--- src/hw/rtl/arwc_pkg.sv ---
`timescale 1ns / 1ps
// -----------------------------------------------------------------------------
// arwc_pkg
// Shared types and constants for the anti-replay window check core.
// -----------------------------------------------------------------------------
package arwc_pkg;

   localparam int WINDOW_SIZE = 64;   // 8 .. 64
   localparam int CTR_W       = 64;
   localparam int BIT_IDX_W   = 6;

   // Bitmap bits kept: the top WINDOW_SIZE bits, bit 63 is the highest counter.
   localparam logic [CTR_W-1:0] WINDOW_MASK = ~(CTR_W'(0)) << (CTR_W - WINDOW_SIZE);
   localparam logic [CTR_W-1:0] TOP_BIT     = CTR_W'(1) << (CTR_W - 1);
   localparam logic [CTR_W-1:0] WINDOW_LEN  = CTR_W'(WINDOW_SIZE);
   localparam logic [31:0]      MAX_LOST    = 32'(WINDOW_SIZE - 1);

   // Result status codes
   localparam logic [2:0] ST_NEW   = 3'd0;
   localparam logic [2:0] ST_LATE  = 3'd1;
   localparam logic [2:0] ST_SHORT = 3'd2;
   localparam logic [2:0] ST_OLD   = 3'd3;
   localparam logic [2:0] ST_DUP   = 3'd4;
   localparam logic [2:0] ST_AUTH  = 3'd5;

   // Configuration register indexes
   localparam logic CSR_ENABLE     = 1'b0;
   localparam logic CSR_MIN_LENGTH = 1'b1;

   localparam logic [7:0] MIN_LENGTH_RESET = 8'd28;

   typedef struct packed {
      logic [63:0] packet_counter;
      logic [15:0] packet_length;
      logic        auth_ok;
   } req_payload_type;

   typedef struct packed {
      logic        accepted;
      logic [2:0]  status;
      logic [31:0] good_count;
      logic [31:0] late_count;
      logic [31:0] lost_count;
   } rsp_payload_type;

endpackage

--- src/hw/rtl/anti_replay_window_check_core.sv ---
`timescale 1ns / 1ps
// -----------------------------------------------------------------------------
// anti_replay_window_check_core
// Sliding-window replay check of received packet counters with statistics.
// -----------------------------------------------------------------------------
// Usage:
//   req_*  : one beat per received packet (counter, length, auth verdict).
//   rsp_*  : one beat per packet with the verdict and the running totals.
//   csr_*  : write-only registers, index 0 enable, index 1 minimum length;
//            write them only while no packet is in flight.
// Throughput: one packet per cycle while rsp_stall is low. The window check,
//   state commit and result capture happen in one registered pass between
//   the input register and the result register, so the next packet sees
//   the updated window at once.
// Reset: the window, bitmap and totals clear, enable drops to 0 and the
//   minimum length returns to 28; both pipeline registers empty.
// Stall: a stalled result holds; the input register keeps taking a beat
//   while the result register is free, then req_stall rises until the
//   receiver takes the held result.
// -----------------------------------------------------------------------------
module anti_replay_window_check_core (
   input  logic                      clock,
   input  logic                      reset,
   input  logic                      req_valid,
   output logic                      req_stall,
   input  arwc_pkg::req_payload_type req_payload,
   output logic                      rsp_valid,
   input  logic                      rsp_stall,
   output arwc_pkg::rsp_payload_type rsp_payload,
   input  logic                      csr_wr_en,
   input  logic                      csr_index,
   input  logic [7:0]                csr_wdata
);

   // configuration
   logic       enable_ff;
   logic [7:0] min_len_ff;

   // pipeline
   logic                      in_vld_ff;
   arwc_pkg::req_payload_type in_ff;
   logic                      out_vld_ff;
   arwc_pkg::rsp_payload_type out_ff;
   arwc_pkg::rsp_payload_type out_in;

   // window state
   logic [63:0] highest_ff, highest_in;
   logic [63:0] seen_ff, seen_in;
   logic [31:0] good_ff, good_in;
   logic [31:0] late_ff, late_in;
   logic [31:0] lost_ff, lost_in;

   logic out_free;
   logic pass_fire;
   logic req_fire;

   logic [63:0]                    back_dist;
   logic [63:0]                    fwd_dist;
   logic [arwc_pkg::BIT_IDX_W-1:0] back_idx;
   logic [63:0]                    back_bit;
   logic                           behind;
   logic [2:0]                     status;
   logic                           commit;

   assign out_free  = !out_vld_ff || !rsp_stall;
   assign pass_fire = in_vld_ff && out_free;
   assign req_stall = in_vld_ff && !out_free;
   assign req_fire  = req_valid && !req_stall;

   assign rsp_valid   = out_vld_ff;
   assign rsp_payload = out_ff;

   // window check
   always_comb begin
      behind    = in_ff.packet_counter <= highest_ff;
      back_dist = highest_ff - in_ff.packet_counter;
      fwd_dist  = in_ff.packet_counter - highest_ff;
      back_idx  = 6'd63 - back_dist[arwc_pkg::BIT_IDX_W-1:0];
      back_bit  = 64'd1 << back_idx;

      highest_in = highest_ff;
      seen_in    = seen_ff;
      good_in    = good_ff;
      late_in    = late_ff;
      lost_in    = lost_ff;

      priority if (!enable_ff || (in_ff.packet_length < {8'd0, min_len_ff})) begin
         status = arwc_pkg::ST_SHORT;
      end else if (behind) begin
         if (back_dist >= arwc_pkg::WINDOW_LEN) begin
            status = arwc_pkg::ST_OLD;
         end else if (seen_ff[back_idx]) begin
            status = arwc_pkg::ST_DUP;
         end else begin
            status  = arwc_pkg::ST_LATE;
            seen_in = seen_ff | back_bit;
            late_in = late_ff + 32'd1;
         end
      end else begin
         status     = arwc_pkg::ST_NEW;
         highest_in = in_ff.packet_counter;
         good_in    = good_ff + 32'd1;
         if (fwd_dist >= arwc_pkg::WINDOW_LEN) begin
            // big jump: restart the window at the newest counter
            seen_in = arwc_pkg::TOP_BIT;
            lost_in = lost_ff + arwc_pkg::MAX_LOST;
         end else begin
            seen_in = ((seen_ff << fwd_dist[arwc_pkg::BIT_IDX_W-1:0]) | arwc_pkg::TOP_BIT)
                      & arwc_pkg::WINDOW_MASK;
            lost_in = lost_ff + (fwd_dist[31:0] - 32'd1);
         end
      end

      // auth failure drops an otherwise acceptable packet
      if ((status == arwc_pkg::ST_NEW || status == arwc_pkg::ST_LATE) && !in_ff.auth_ok) begin
         status = arwc_pkg::ST_AUTH;
      end

      commit = (status == arwc_pkg::ST_NEW) || (status == arwc_pkg::ST_LATE);

      if (!commit) begin
         highest_in = highest_ff;
         seen_in    = seen_ff;
         good_in    = good_ff;
         late_in    = late_ff;
         lost_in    = lost_ff;
      end

      out_in.accepted   = commit;
      out_in.status     = status;
      out_in.good_count = good_in;
      out_in.late_count = late_in;
      out_in.lost_count = lost_in;
   end

   // control and state
   always_ff @(posedge clock) begin
      if (reset) begin
         enable_ff  <= 1'b0;
         min_len_ff <= arwc_pkg::MIN_LENGTH_RESET;
         in_vld_ff  <= 1'b0;
         out_vld_ff <= 1'b0;
         highest_ff <= '0;
         seen_ff    <= '0;
         good_ff    <= '0;
         late_ff    <= '0;
         lost_ff    <= '0;
      end else begin
         if (csr_wr_en) begin
            unique case (csr_index)
               arwc_pkg::CSR_ENABLE:     enable_ff  <= csr_wdata[0];
               arwc_pkg::CSR_MIN_LENGTH: min_len_ff <= csr_wdata;
               default: ;
            endcase
         end
         if (req_fire) begin
            in_vld_ff <= 1'b1;
         end else if (pass_fire) begin
            in_vld_ff <= 1'b0;
         end
         if (pass_fire) begin
            out_vld_ff <= 1'b1;
            highest_ff <= highest_in;
            seen_ff    <= seen_in;
            good_ff    <= good_in;
            late_ff    <= late_in;
            lost_ff    <= lost_in;
         end else if (!rsp_stall) begin
            out_vld_ff <= 1'b0;
         end
      end
   end

   // payload registers
   always_ff @(posedge clock) begin
      if (req_fire) begin
         in_ff <= req_payload;
      end
      if (pass_fire) begin
         out_ff <= out_in;
      end
   end

   // checks
   a_accept_matches_status: assert property (@(posedge clock) disable iff (reset)
      rsp_valid |-> (rsp_payload.accepted ==
                     (rsp_payload.status == arwc_pkg::ST_NEW ||
                      rsp_payload.status == arwc_pkg::ST_LATE)))
      else $error("accepted flag disagrees with status");

   a_state_holds_on_reject: assert property (@(posedge clock) disable iff (reset)
      !(pass_fire && commit) |=> ($stable(highest_ff) && $stable(seen_ff) &&
                                  $stable(good_ff) && $stable(late_ff) && $stable(lost_ff)))
      else $error("window state changed without an accepted packet");

   a_newest_marked: assert property (@(posedge clock) disable iff (reset)
      (pass_fire && status == arwc_pkg::ST_NEW) |=> seen_ff[63])
      else $error("newest counter not marked in bitmap");

   a_bitmap_in_window: assert property (@(posedge clock) disable iff (reset)
      (seen_ff & ~arwc_pkg::WINDOW_MASK) == 64'd0)
      else $error("bitmap bit set outside the window");

   a_stall_only_when_full: assert property (@(posedge clock) disable iff (reset)
      req_stall |-> (in_vld_ff && out_vld_ff))
      else $error("input stalled with room in the pipeline");

endmodule

--- config.mk ---
export PLATFORM = sky130hd
export DESIGN_NAME = anti_replay_window_check_core
export DESIGN_NICKNAME = d
export VERILOG_FILES = /design/src/hw/rtl/arwc_pkg.sv /design/src/hw/rtl/anti_replay_window_check_core.sv
export SDC_FILE = /design/constraint.sdc
export NUM_CORES = 2
export LEC_CHECK = 0
export BUFFER_PORTS_ARGS = -buffer_cell sky130_fd_sc_hd__buf_2
export CAP_MARGIN = 40
export CORE_MARGIN = 2
export CORE_UTILIZATION = 30
export CTS_BUF_LIST = sky130_fd_sc_hd__clkbuf_8
export CTS_CLUSTER_DIAMETER = 100
export CTS_CLUSTER_SIZE = 20
export DETAILED_ROUTE_END_ITERATION = 16
export HOLD_SLACK_MARGIN = 0.12
export PLACE_DENSITY_LB_ADDON = 0.1
export SLEW_MARGIN = 5
export SYNTH_ARGS = -nofsm -noshare
export SYNTH_HDL_FRONTEND = slang
export SYNTH_SLANG_ARGS = --single-unit
--- constraint.sdc ---
create_clock -name clock -period 6.16 [get_ports clock]
set_input_delay 0.308 -clock clock [delete_from_list [all_inputs] [get_ports clock]]
set_output_delay 0.308 -clock clock [all_outputs]
set_load 0.02 [all_outputs]
==> flow_summary_export.csv <==
group,metric,value,unit
synthesis,synthDominantCellAreaShare,16.4,%
floorplan,die_area,0.113,mm²
drt,ant_nets,0,
sta,setup_viol,0,
synthesis,mappedNetlistNets,4432,
grt,grt_start_max_net_pins,67,
clock_tree,clock_insertion_delay_worst_skew,0.79,ns
floorplan,initial_core_util,30.3,%
clock_tree,cts_num_sinks,416,
drt,finalWirelength,139000,µm
grt,antenna_found_initial,6,
synthesis,synth.cell_area,0.0332,mm²
setup_path,reg2reg_start,"in_ff[24]",
power,power.combinational.fraction,28.6,%
drt,initialDrtViolationCount,2900,
finish,ff_latch_area,0.0101,mm²
floorplan,die_span_y,336,µm
power,share_clk_of_total_power,27.1,%
setup_path,crit_path_start,"in_ff[24]",
synthesis,synth-edff-count,181,
power,power.sequential.fraction,44.3,%
drt,routed_wire_length_per_instance,23.5,µm
finish,total_area_of_multi_input_combinational_cells,0.0210,mm²
synthesis,synthFlopType,"dfxtp_1",
power,leakage_power_of_the_design,14.6,nW
sta,timing.final.crit_period,5.87,ns
synthesis,yosysTopAreaCell,"edfxtp_1",
flow_run,maxCapViolCount,0,
synthesis,synth-warning-count,0,
grt,grt_pass1_wl,206000,µm
grt,grtUsageTotal,23.8,%
power,swShare,36.3,%
setup_path,critical_path_class,"reg -> reg",
power,cell_internal_pwr,4.31,mW
outcome,run_status,"completed",
setup_path,depth_of_the_worst_register_to_register_path,18,
floorplan,fp.coreArea,0.109,mm²
floorplan,floorplan.die.width,336,µm
clock_tree,clock-root-buffer,"clkbuf_8",
setup_path,cp.required,6.82,ns
power,p_per_area,176,mW/mm²
drt,drc_errors,0,
placed_design,dpl.hpwl,108000,µm
drt,count_of_vias_placed_by_the_detailed_router,32682,
clock_tree,cts_max_path_buffers,3,
synthesis,synthCells,4136,
floorplan,placementRows,121,
setup_path,worst_r2r_endpoint,"rsp_payload[5]",
setup_path,slack_of_the_worst_reg_to_reg_path,0.29,ns
sta,finalHoldViolCount,0,
setup_path,crit_path_start_kind,"register",
min_path,min_path_type,"in -> reg",
setup_path,critical_path.max_fanout,12,
setup_path,critPathArrivalTime,6.53,ns
clock_tree,tritoncts,"yes",
drt,route.detailed.vias_per_inst,5.53,
floorplan,design.portCount,197,
clock_tree,htree_levels,1,
synthesis,synth-seq-area-share,30.6,%
placed_design,post-place-cells,5731,
setup_path,end_kind,"register",
sta,fmax,170,MHz
finish,final_cells,5905,
synthesis,syn-mean-instance-area,8.02,µm²
drt,drt_pass1_iterations,6,
grt,global_route.overflow_total,0,
finish,final.fill_count,11735,
grt,first_global_vias,30979,
sta,maxSlewHeadroom,40.1,%
synthesis,ys_async_sr_fraction,0,%
power,total_power,6.76,mW
placed_design,gp_congestion,0.969,
sta,report.final.slew_viol_count,0,
synthesis,yosysUniqueCellTypes,102,
clock_tree,cts_buffers,31,
finish,area_overhead_of_the_layout_relative_to_synthesis,15.9,%
sta,worst_slew_pin_slew,0.888,ns
sta,fin_skew,0.0481,ns
synthesis,synth.ff_latch_count,416,
placed_design,port-buffer-count,196,
power,switchingPower,2.46,mW
finish,final_layout_size_suffix_gt1_share,12.9,%
clock_tree,clock_pin_slew_reported_for_the_worst_setup_and_hold_paths_after_clock_tree_synthesis,0.13,ns
sta,final_min_period_over_clock_period,95.3,%
power,vdd_drop_max,189,µV
synthesis,ys_top_cells_by_area,"edfxtp_1 16%, dfxtp_1 14%, ha_1 7.5%",
finish,layout_net_count,4698,
setup_path,critical_path.endpoint,"rsp_payload[5]",
## synth_stat cells, types with 13 or more instances
cell type / number
nand2_1: 461
a21oi_1: 456
nor2_1: 395
inv_1: 283
o21ai_0: 243
dfxtp_1: 235
ha_1: 198
edfxtp_1: 181
clkbuf_1: 157
xnor2_1: 123
mux2i_1: 104
nand3_1: 92
nor3_1: 81
xor2_1: 79
nand4_1: 76
a211oi_1: 73
buf_2: 55
o211ai_1: 47
a31oi_1: 44
mux4_2: 43
o21a_1: 43
and3_1: 41
a21o_1: 40
o21ai_1: 38
nor4_1: 36
or3_1: 35
a22oi_1: 24
buf_1: 23
nor2b_1: 23
and2_1: 21
and4_1: 21
o211a_1: 18
o21bai_1: 18
o22ai_1: 18
mux2_2: 17
o31ai_1: 17
o32ai_1: 16
nand2b_1: 13
## metrics by stage
| step | TNS [ns] | hold slack [ns] | setup WS (ns) | utilization (%) | area (µm²) |
|---|---|---|---|---|---|
| final | 0 | 0.241 | 0.288 | 35.1 | 38400 |
| after global routing | -0.00600 | 0.197 | -0.00600 | 35.1 | 38400 |
| after detailed placement | 0 | 0.447 | 0.184 | 33.4 | 36500 |
| after floorplan | 0 | 0.407 | 0.146 | - | 33200 |
| after global placement | 0 | 0.447 | 0.284 | 33.3 | 36400 |
| after CTS | 0 | 0.151 | 0.113 | 35.1 | 38400 |
## power by group through the flow
stage               Clock [mW]  Sequential (mW)  Combinational, mW
floorplan                    0             3.09               1.12
global placement             0             3.06               1.84
detailed placement           0             3.06               1.83
CTS                       1.94             3.00               1.90
global route              2.00             3.00               2.08
finish                    1.83             2.99               1.93
## cell usage in the layout, fill, tap and decap left out, types with 39 or more instances in the layout
master           n
a211oi_1        73
a21o_1          40
a21oi_1        455
a31oi_1         43
and3_1          41
buf_2          198
buf_4          157
dfxtp_1        235
dlygate4sd3_1  111
edfxtp_1       181
ha_1           197
inv_1          291
mux2i_1        104
mux4_2          43
nand2_1        461
nand3_1         92
nand4_1         76
nor2_1         393
nor3_1          81
o211ai_1        47
o21a_1          43
o21ai_0        242
o21ai_1         39
xnor2_1        121
xor2_1          76
## worst max-delay path: stages (launching register included)
cell and delay [ns]:
edfxtp_1 0.40, inv_1 0.05, ha_1 0.55, nand4_1 0.32
a211o_1 0.38, o211ai_1 0.22, a31oi_1 0.28, o211ai_1 0.58
nand2_1 0.30, mux2i_1 0.18, or4_1 0.58, nor4_2 0.31
nand3_4 0.34, buf_4 0.26, a211oi_1 0.27, buf_4 0.18
a21oi_1 0.04, o21ai_0 0.34, buf_4 0.17
## state kept, by name, summed over array words and instances, names as in the netlist, 8 cells and up
name	count
in_ff	81
good_ff	32
min_len_ff	8
lost_ff	32
seen_ff	64
late_ff	32
rsp_payload	100
highest_ff	64
## layout make-up
| cell class | count | share of cell area (%) |
|---|---|---|
| clock inverter | 26 | 0.821 |
| sequential | 416 | 26.4 |
| tap | 1476 | 4.81 |
| timing repair buffer | 481 | 9.28 |
| multi-input combinational | 3185 | 54.7 |
| inverter | 287 | 2.81 |
| clock buffer | 32 | 1.15 |
| antenna | 2 | 0.0130 |
## kinds of logic after synthesis
kind of cell	synth area share (%)
compound gates	23.8
xor+xnor	5.34
fa+ha+maj	7.65
buf+inv	6.45
flops	30.6
mux	6.64
simple gates	19.5
## worst min-delay path by stage
stage | from | end | cells after the start
after CTS | req_payload[5] | in_ff[5] | 2
after floorplan | req_payload[0] | in_ff[0] | 0
final | req_payload[5] | in_ff[5] | 2
after global placement | min_len_ff[1] | min_len_ff[1] | 2
after global routing | req_payload[68] | in_ff[68] | 2
after detailed placement | highest_ff[63] | highest_ff[63] | 2
## metal layers
| layer | share of wire (%) | track usage [%] |
|---|---|---|
| met5 | 0.032 | 0 |
| met4 | 3.7 | 7.75 |
| met3 | 5.9 | 2.77 |
| met2 | 45 | 38.4 |
| met1 | 45 | 33.1 |
## repair_timing
item / 4_1_cts / 5_1_grt
setup endpoints to repair: 0 / 9
resized for setup: 0 / 8
setup buffers: 0 / 3
hold buffers: 111 / 0
endpoints found under the hold margin: 150 / 0
(Power assumes the default switching activity.)
